**config.mk**
```make
export PLATFORM = sky130hd
export DESIGN_NAME = bsnf_ctrl
export DESIGN_NICKNAME = d
export VERILOG_FILES = /design/src/sv/bsnf_pkg.sv /design/src/sv/bsnf_ctrl.sv
export SDC_FILE = /design/constraint.sdc
export NUM_CORES = 1
export LEC_CHECK = 0
export BUFFER_PORTS_ARGS = -buffer_cell sky130_fd_sc_hd__buf_2
export CAP_MARGIN = 25
export CORE_UTILIZATION = 30
export DETAILED_ROUTE_END_ITERATION = 16
export PLACE_DENSITY = 0.61
export SLEW_MARGIN = 20
export SYNTH_ARGS = -nofsm -noshare
export SYNTH_HDL_FRONTEND = slang
export SYNTH_SLANG_ARGS = --single-unit
```
**constraint.sdc**
```tcl
create_clock -name clk_i -period 2.3 [get_ports clk_i]
set_clock_uncertainty 0.1 [all_clocks]
set_input_delay 0.23 -clock clk_i [delete_from_list [all_inputs] [get_ports clk_i]]
set_output_delay 0.23 -clock clk_i [all_outputs]
set_load 0.05 [all_outputs]
```
**src/sv/bsnf_pkg.sv**
```systemverilog
// shared types, constants and helpers of the sweep and prune neighbour finder
package bsnf_pkg;

  localparam int unsigned MAX_BOXES_DEF = 64;
  localparam int unsigned AXIS_STEP     = 5;
  localparam int unsigned LIST_CAP      = 64;
  localparam int unsigned K_W           = 7;

  localparam logic [1:0] AXIS_X = 2'd0;
  localparam logic [1:0] AXIS_Y = 2'd1;
  localparam logic [1:0] AXIS_Z = 2'd2;

  localparam logic       CFG_PADDING = 1'b0;
  localparam logic       CFG_THREE_D = 1'b1;
  localparam logic       FUNC_LOAD   = 1'b0;
  localparam logic       FUNC_QUERY  = 1'b1;

  typedef struct packed {
    logic signed [31:0] lo_x;
    logic signed [31:0] lo_y;
    logic signed [31:0] lo_z;
    logic signed [31:0] hi_x;
    logic signed [31:0] hi_y;
    logic signed [31:0] hi_z;
    logic               dyn;
    logic signed [6:0]  par;
    logic signed [6:0]  sib;
  } entry_t;

  typedef enum logic [1:0] {RD_I, RD_J, RD_BOX, RD_ORD} rd_sel_e;
  typedef enum logic [2:0] {PEND_NONE, PEND_SELF, PEND_PAR, PEND_SIB, PEND_IDX} pend_src_e;

  typedef enum logic [4:0] {
    ST_IDLE, ST_AX_R0, ST_AX_I0, ST_AX_R, ST_AX_A, ST_AX_FIN,
    ST_SORT_P, ST_SORT_PL, ST_SORT_R, ST_SORT_C, ST_SORT_W,
    ST_Q_R, ST_Q_L, ST_Q_PAR, ST_Q_SIB, ST_Q_ORD, ST_Q_ENT, ST_Q_CMP, ST_Q_FLUSH
  } state_e;

  typedef struct packed {
    rd_sel_e   rd_sel;
    logic      wr_entry;
    logic      load_n;
    logic      i_clr;
    logic      i_one;
    logic      i_inc;
    logic      i_step;
    logic      j_inc;
    logic      ax_init;
    logic      ax_acc;
    logic      ax_fin;
    logic      piv_latch;
    logic      rank_acc;
    logic      ord_wr;
    logic      q_take;
    logic      q_latch;
    logic      s_inc;
    logic      pend_ld;
    pend_src_e pend_src;
    logic      push;
    logic      push_last;
  } cmd_t;

  typedef struct packed {
    logic func;
    logic last;
    logic box_ok;
    logic three_d;
    logic n_gt1;
    logic ax_more;
    logic j_more;
    logic i_more;
    logic q_bad;
    logic par_ok;
    logic sib_ok;
    logic s_done;
    logic k_full;
    logic skip;
    logic below;
    logic beyond;
    logic hit;
    logic out_free;
  } stat_t;

  // lower corner on one axis
  function automatic logic signed [31:0] lo_of(entry_t e, logic [1:0] ax);
    logic signed [31:0] r;
    unique case (ax)
      AXIS_Y:  r = e.lo_y;
      AXIS_Z:  r = e.lo_z;
      default: r = e.lo_x;
    endcase
    return r;
  endfunction

  // upper corner on one axis
  function automatic logic signed [31:0] hi_of(entry_t e, logic [1:0] ax);
    logic signed [31:0] r;
    unique case (ax)
      AXIS_Y:  r = e.hi_y;
      AXIS_Z:  r = e.hi_z;
      default: r = e.hi_x;
    endcase
    return r;
  endfunction

endpackage

```
**src/sv/bsnf_ctrl.sv**
```systemverilog
// controller state machine: load, axis choice, rank sort and query scan
module bsnf_ctrl
  import bsnf_pkg::*;
(
  input  logic  clk_i,
  input  logic  rst_ni,
  input  logic  in_valid_i,
  output logic  in_ready_o,
  input  stat_t stat_i,
  output cmd_t  cmd_o
);

  state_e state_q, state_d;

  // state register
  always_ff @(posedge clk_i or negedge rst_ni) begin
    if (!rst_ni) state_q <= ST_IDLE;
    else         state_q <= state_d;
  end

  // next state and commands
  always_comb begin
    state_d    = state_q;
    cmd_o      = '0;
    cmd_o.rd_sel   = RD_I;
    cmd_o.pend_src = PEND_NONE;
    in_ready_o = 1'b0;
    unique case (state_q)
      ST_IDLE: begin
        in_ready_o = 1'b1;
        if (in_valid_i) begin
          if (stat_i.func == FUNC_QUERY) begin
            cmd_o.q_take = 1'b1;
            state_d = ST_Q_R;
          end else if (stat_i.box_ok) begin
            cmd_o.wr_entry = 1'b1;
            if (stat_i.last) begin
              cmd_o.load_n = 1'b1;
              cmd_o.i_clr  = 1'b1;
              state_d = stat_i.three_d ? ST_AX_R0 : ST_SORT_P;
            end
          end
        end
      end
      // axis choice over boxes 0, 1, 6, 11, ...
      ST_AX_R0: state_d = ST_AX_I0;
      ST_AX_I0: begin
        cmd_o.ax_init = 1'b1;
        cmd_o.i_one   = 1'b1;
        state_d = stat_i.n_gt1 ? ST_AX_R : ST_AX_FIN;
      end
      ST_AX_R: state_d = ST_AX_A;
      ST_AX_A: begin
        cmd_o.ax_acc = 1'b1;
        cmd_o.i_step = 1'b1;
        state_d = stat_i.ax_more ? ST_AX_R : ST_AX_FIN;
      end
      ST_AX_FIN: begin
        cmd_o.ax_fin = 1'b1;
        cmd_o.i_clr  = 1'b1;
        state_d = ST_SORT_P;
      end
      // rank of box i against every box j
      ST_SORT_P: state_d = ST_SORT_PL;
      ST_SORT_PL: begin
        cmd_o.piv_latch = 1'b1;
        state_d = ST_SORT_R;
      end
      ST_SORT_R: begin
        cmd_o.rd_sel = RD_J;
        state_d = ST_SORT_C;
      end
      ST_SORT_C: begin
        cmd_o.rd_sel   = RD_J;
        cmd_o.rank_acc = 1'b1;
        cmd_o.j_inc    = 1'b1;
        state_d = stat_i.j_more ? ST_SORT_R : ST_SORT_W;
      end
      ST_SORT_W: begin
        cmd_o.ord_wr = 1'b1;
        cmd_o.i_inc  = 1'b1;
        state_d = stat_i.i_more ? ST_SORT_P : ST_IDLE;
      end
      // query: fetch the box itself
      ST_Q_R: begin
        cmd_o.rd_sel = RD_BOX;
        state_d = ST_Q_L;
      end
      ST_Q_L: begin
        cmd_o.rd_sel  = RD_BOX;
        cmd_o.pend_ld = 1'b1;
        if (stat_i.q_bad) begin
          cmd_o.pend_src = PEND_NONE;
          state_d = ST_Q_FLUSH;
        end else begin
          cmd_o.pend_src = PEND_SELF;
          cmd_o.q_latch  = 1'b1;
          state_d = ST_Q_PAR;
        end
      end
      ST_Q_PAR: begin
        if (!stat_i.par_ok) begin
          state_d = ST_Q_SIB;
        end else if (stat_i.out_free) begin
          cmd_o.push     = 1'b1;
          cmd_o.pend_ld  = 1'b1;
          cmd_o.pend_src = PEND_PAR;
          state_d = ST_Q_SIB;
        end
      end
      ST_Q_SIB: begin
        if (!stat_i.sib_ok) begin
          state_d = ST_Q_ORD;
        end else if (stat_i.out_free) begin
          cmd_o.push     = 1'b1;
          cmd_o.pend_ld  = 1'b1;
          cmd_o.pend_src = PEND_SIB;
          state_d = ST_Q_ORD;
        end
      end
      // sweep over the sorted order
      ST_Q_ORD: state_d = (stat_i.s_done || stat_i.k_full) ? ST_Q_FLUSH : ST_Q_ENT;
      ST_Q_ENT: begin
        cmd_o.rd_sel = RD_ORD;
        state_d = ST_Q_CMP;
      end
      ST_Q_CMP: begin
        cmd_o.rd_sel = RD_ORD;
        if (stat_i.skip || stat_i.below) begin
          cmd_o.s_inc = 1'b1;
          state_d = ST_Q_ORD;
        end else if (stat_i.beyond) begin
          state_d = ST_Q_FLUSH;
        end else if (!stat_i.hit) begin
          cmd_o.s_inc = 1'b1;
          state_d = ST_Q_ORD;
        end else if (stat_i.out_free) begin
          cmd_o.push     = 1'b1;
          cmd_o.pend_ld  = 1'b1;
          cmd_o.pend_src = PEND_IDX;
          cmd_o.s_inc    = 1'b1;
          state_d = ST_Q_ORD;
        end
      end
      ST_Q_FLUSH: begin
        if (stat_i.out_free) begin
          cmd_o.push      = 1'b1;
          cmd_o.push_last = 1'b1;
          state_d = ST_IDLE;
        end
      end
      default: state_d = ST_IDLE;
    endcase
  end

endmodule

```
==> out/metrics.yaml <==
outcome: "complete, no violations"
fmax_ghz: 0.446
root_buffer: "clkbuf_4"
power_density_nw_per_um2: 1280
design_area_sq_um: 1180
gp_congestion: 0.866
startpoint_type: "flip-flop"
synth_cells: 126
postRouteAntennaNets: 0
rows: 19
regMostFlops: "state_q"
yosys.area.top_type_share_pct: 14.5
vias: 1099
clockBufferDepth: 2
grt_pass1_wl_mm: 4.36
path_max_fanout: 4
min_period_ps: 2240
cp.arrival_ps: 1910
seqPwrFrac_pct: 14.5
grt_max_degree: 16
syn_to_final_growth_pct: 36.6
ys_ff_latch: 5
clk_latency_ps: 250
internal_power_uw: 617
drc: 0
drtPass1Iterations: 4
drtIter0Drc: 57
drt_wl_total_mm: 2.71
vdd_drop_max_mv: 0.628
critPathKind: "flip-flop to output port"
synth.largest_area_cell: "dfrtp_1"
clk_pin_slew_ps: 50
coreArea_sq_um: 2730
fp.dieArea_sq_um: 3100
h-tree-depth: 1
cts_buffers: 3
layout-drive-gt1-share_pct: 41.5
hp-class: "primary input to flip-flop"
finalHoldViolations: 0
syn_area_per_cell_sq_um: 6.86
placed_area_sq_um: 1120
ys_async_sr_fraction_pct: 100
swShare_pct: 59.3
synthFlopType: "dfrtp_1"
antenna_cells: 0
die_y_um: 55.7
start_util_pct: 31.6
wl_per_cell_um: 13.4
pin_count: 46
dpl.hpwl_mm: 2.14
hold-worst-slack_ps: 189
cp-end-kind: "output port"
fin_nets: 193
antenna_found_initial: 0
ys_warn_count: 0
synth_cell_types: 43
grt_setup_unrepaired: "no"
cts_tree: "yes"
synth_nets: 147
grt-ovfl-total: 0
critPathRequiredTime_ps: 1970
tightest_slew_ps: 461
fin_util_pct: 43.2
power_leakage_nw: 0.580
cap_viol_max_count: 0
synth_enable_flop_cells: 0
finalCritPeriodShare_pct: 97.4
netSwitchingPower_uw: 897
die_w_um: 55.7
power.share.clock_pct: 6.9
setup_viol: 0
top_regs: "state_q: 5 flops"
nFillCells: 291
routed_via_density: 5.44
clkSinkCount: 5
slew_violations: 0
synth_area_sq_um: 865
largest_register_ffs: 5
synth-seq-area-share_pct: 14.5
grt_pass1_vias: 980
relSlewSlack_pct: 68.5
p_comb_share_pct: 78.5
synth_area_leaders: "dfrtp_1 (14%), nor2_1 (5.6%), a21oi_1 (4.6%)"
groute.usage.overall_pct: 17.5
numPortBuffers: 45
[placed cells by master (no fill, tap or decap), types with 2 or more instances in the layout]
cell | Yosys | routed
a21oi_1 | 8 | 8
o22ai_1 | 2 | 2
buf_4 | 5 | 9
nand2b_1 | 5 | 4
o31ai_1 | 2 | 2
inv_1 | 4 | 4
nor3_1 | 7 | 7
and3b_1 | 2 | 2
nand3b_1 | 3 | 3
o21bai_1 | 2 | 2
or2_4 | 0 | 2
xor2_1 | 2 | 2
clkbuf_4 | 0 | 4
nor2_1 | 13 | 13
or3_1 | 2 | 2
a2111oi_0 | 2 | 2
nand3_1 | 6 | 6
buf_2 | 6 | 43
dfrtp_2 | 0 | 2
o21ai_0 | 8 | 8
dfrtp_1 | 5 | 3
nor2b_1 | 3 | 3
nand2_1 | 6 | 6
and2_1 | 3 | 2
a31oi_1 | 6 | 6
[synth_stat cells, drive strengths merged (2+ instances only)]
cell type,instances
a2111oi,2
o31ai,2
o21ai,8
buf,12
inv,5
nand2b,5
and3b,2
and2,3
nor3,7
nor4,3
nand3,6
a21oi,8
a31oi,6
or2,3
nor2b,4
o22ai,2
nand2,6
o21bai,2
and3,2
dfrtp,5
xor2,2
and4,2
nand3b,3
or3,2
nor2,14
[layout make-up]
class	instances	area (sq um)	share of cell area, %
sequential	5	128	10.8
multi-input combinational	103	669	56.7
tap	31	38.8	3.28
timing repair buffer	54	300	25.4
clock buffer	4	26.3	2.22
inverter	5	18.8	1.59
[power groups by stage]
stage,clock network (mW),logic [mW],registers (mW)
detailed placement,0,1.17,0.211
global placement,0,1.17,0.205
CTS,0.106,1.17,0.212
floorplan,0,0.969,0.168
finish,0.105,1.19,0.220
global route,0.115,1.28,0.225
[metal layers]
metal / GRT usage [%] / part of all wire (%)
met5: 0 / 0
met4: 7.50 / 1.4
met3: 1.86 / 6.0
met2: 29.6 / 49
met1: 22.4 / 43
[timing repair]
item,in CTS,in global routing
gates resized for setup,1,6
cloned,0,0
hold endpoints to repair,5,0
buffers inserted,0,0
endpoints found under the setup margin,1,3
hold buffers,1,0
[logic make-up after synthesis]
family / Yosys count / synth area share, %
flops: 5 / 14.5
xor+xnor: 3 / 3.04
buf+inv: 18 / 11.7
compound gates: 36 / 26.3
simple gates: 64 / 44.4
[worst paths after layout]
kind | startpoint | end | slack [ps] | depth (start not counted)
setup / recovery | state_q[1]$_DFFE_PN0P_ | cmd_o[19] | 60 | 6
hold / removal | stat_i[14] | state_q[2]$_DFFE_PN0P_ | 190 | 4
setup reg to reg | state_q[3]$_DFFE_PN0P_ | state_q[1]$_DFFE_PN0P_ | 370 | 5
hold reg to reg | state_q[1]$_DFFE_PN0P_ | state_q[4]$_DFFE_PN0P_ | 630 | 3
max in group asynchronous | rst_ni | state_q[3]$_DFFE_PN0P_ | 1740 | 2
min in group asynchronous | rst_ni | state_q[2]$_DFFE_PN0P_ | 220 | 2
[critical path: stages (launching register included)]
cell and delay, ps:
dfrtp_1 380, or2_4 290, nor4_4 270, and3b_1 210, and3_4 180, or2_4 100
buf_2 240
[metrics by stage]
stage	instances	TNS [ps]	setup slack [ps]	power [mW]
2_1_floorplan	126	-1030	-271	1.14
3_3_place_gp	197	0	315	1.37
3_5_place_dp	197	0	269	1.38
4_1_cts	202	0	8.87	1.49
5_1_grt	202	0	1.29	1.62
6_report	202	0	58.7	1.51
(Power assumes the default switching activity.)
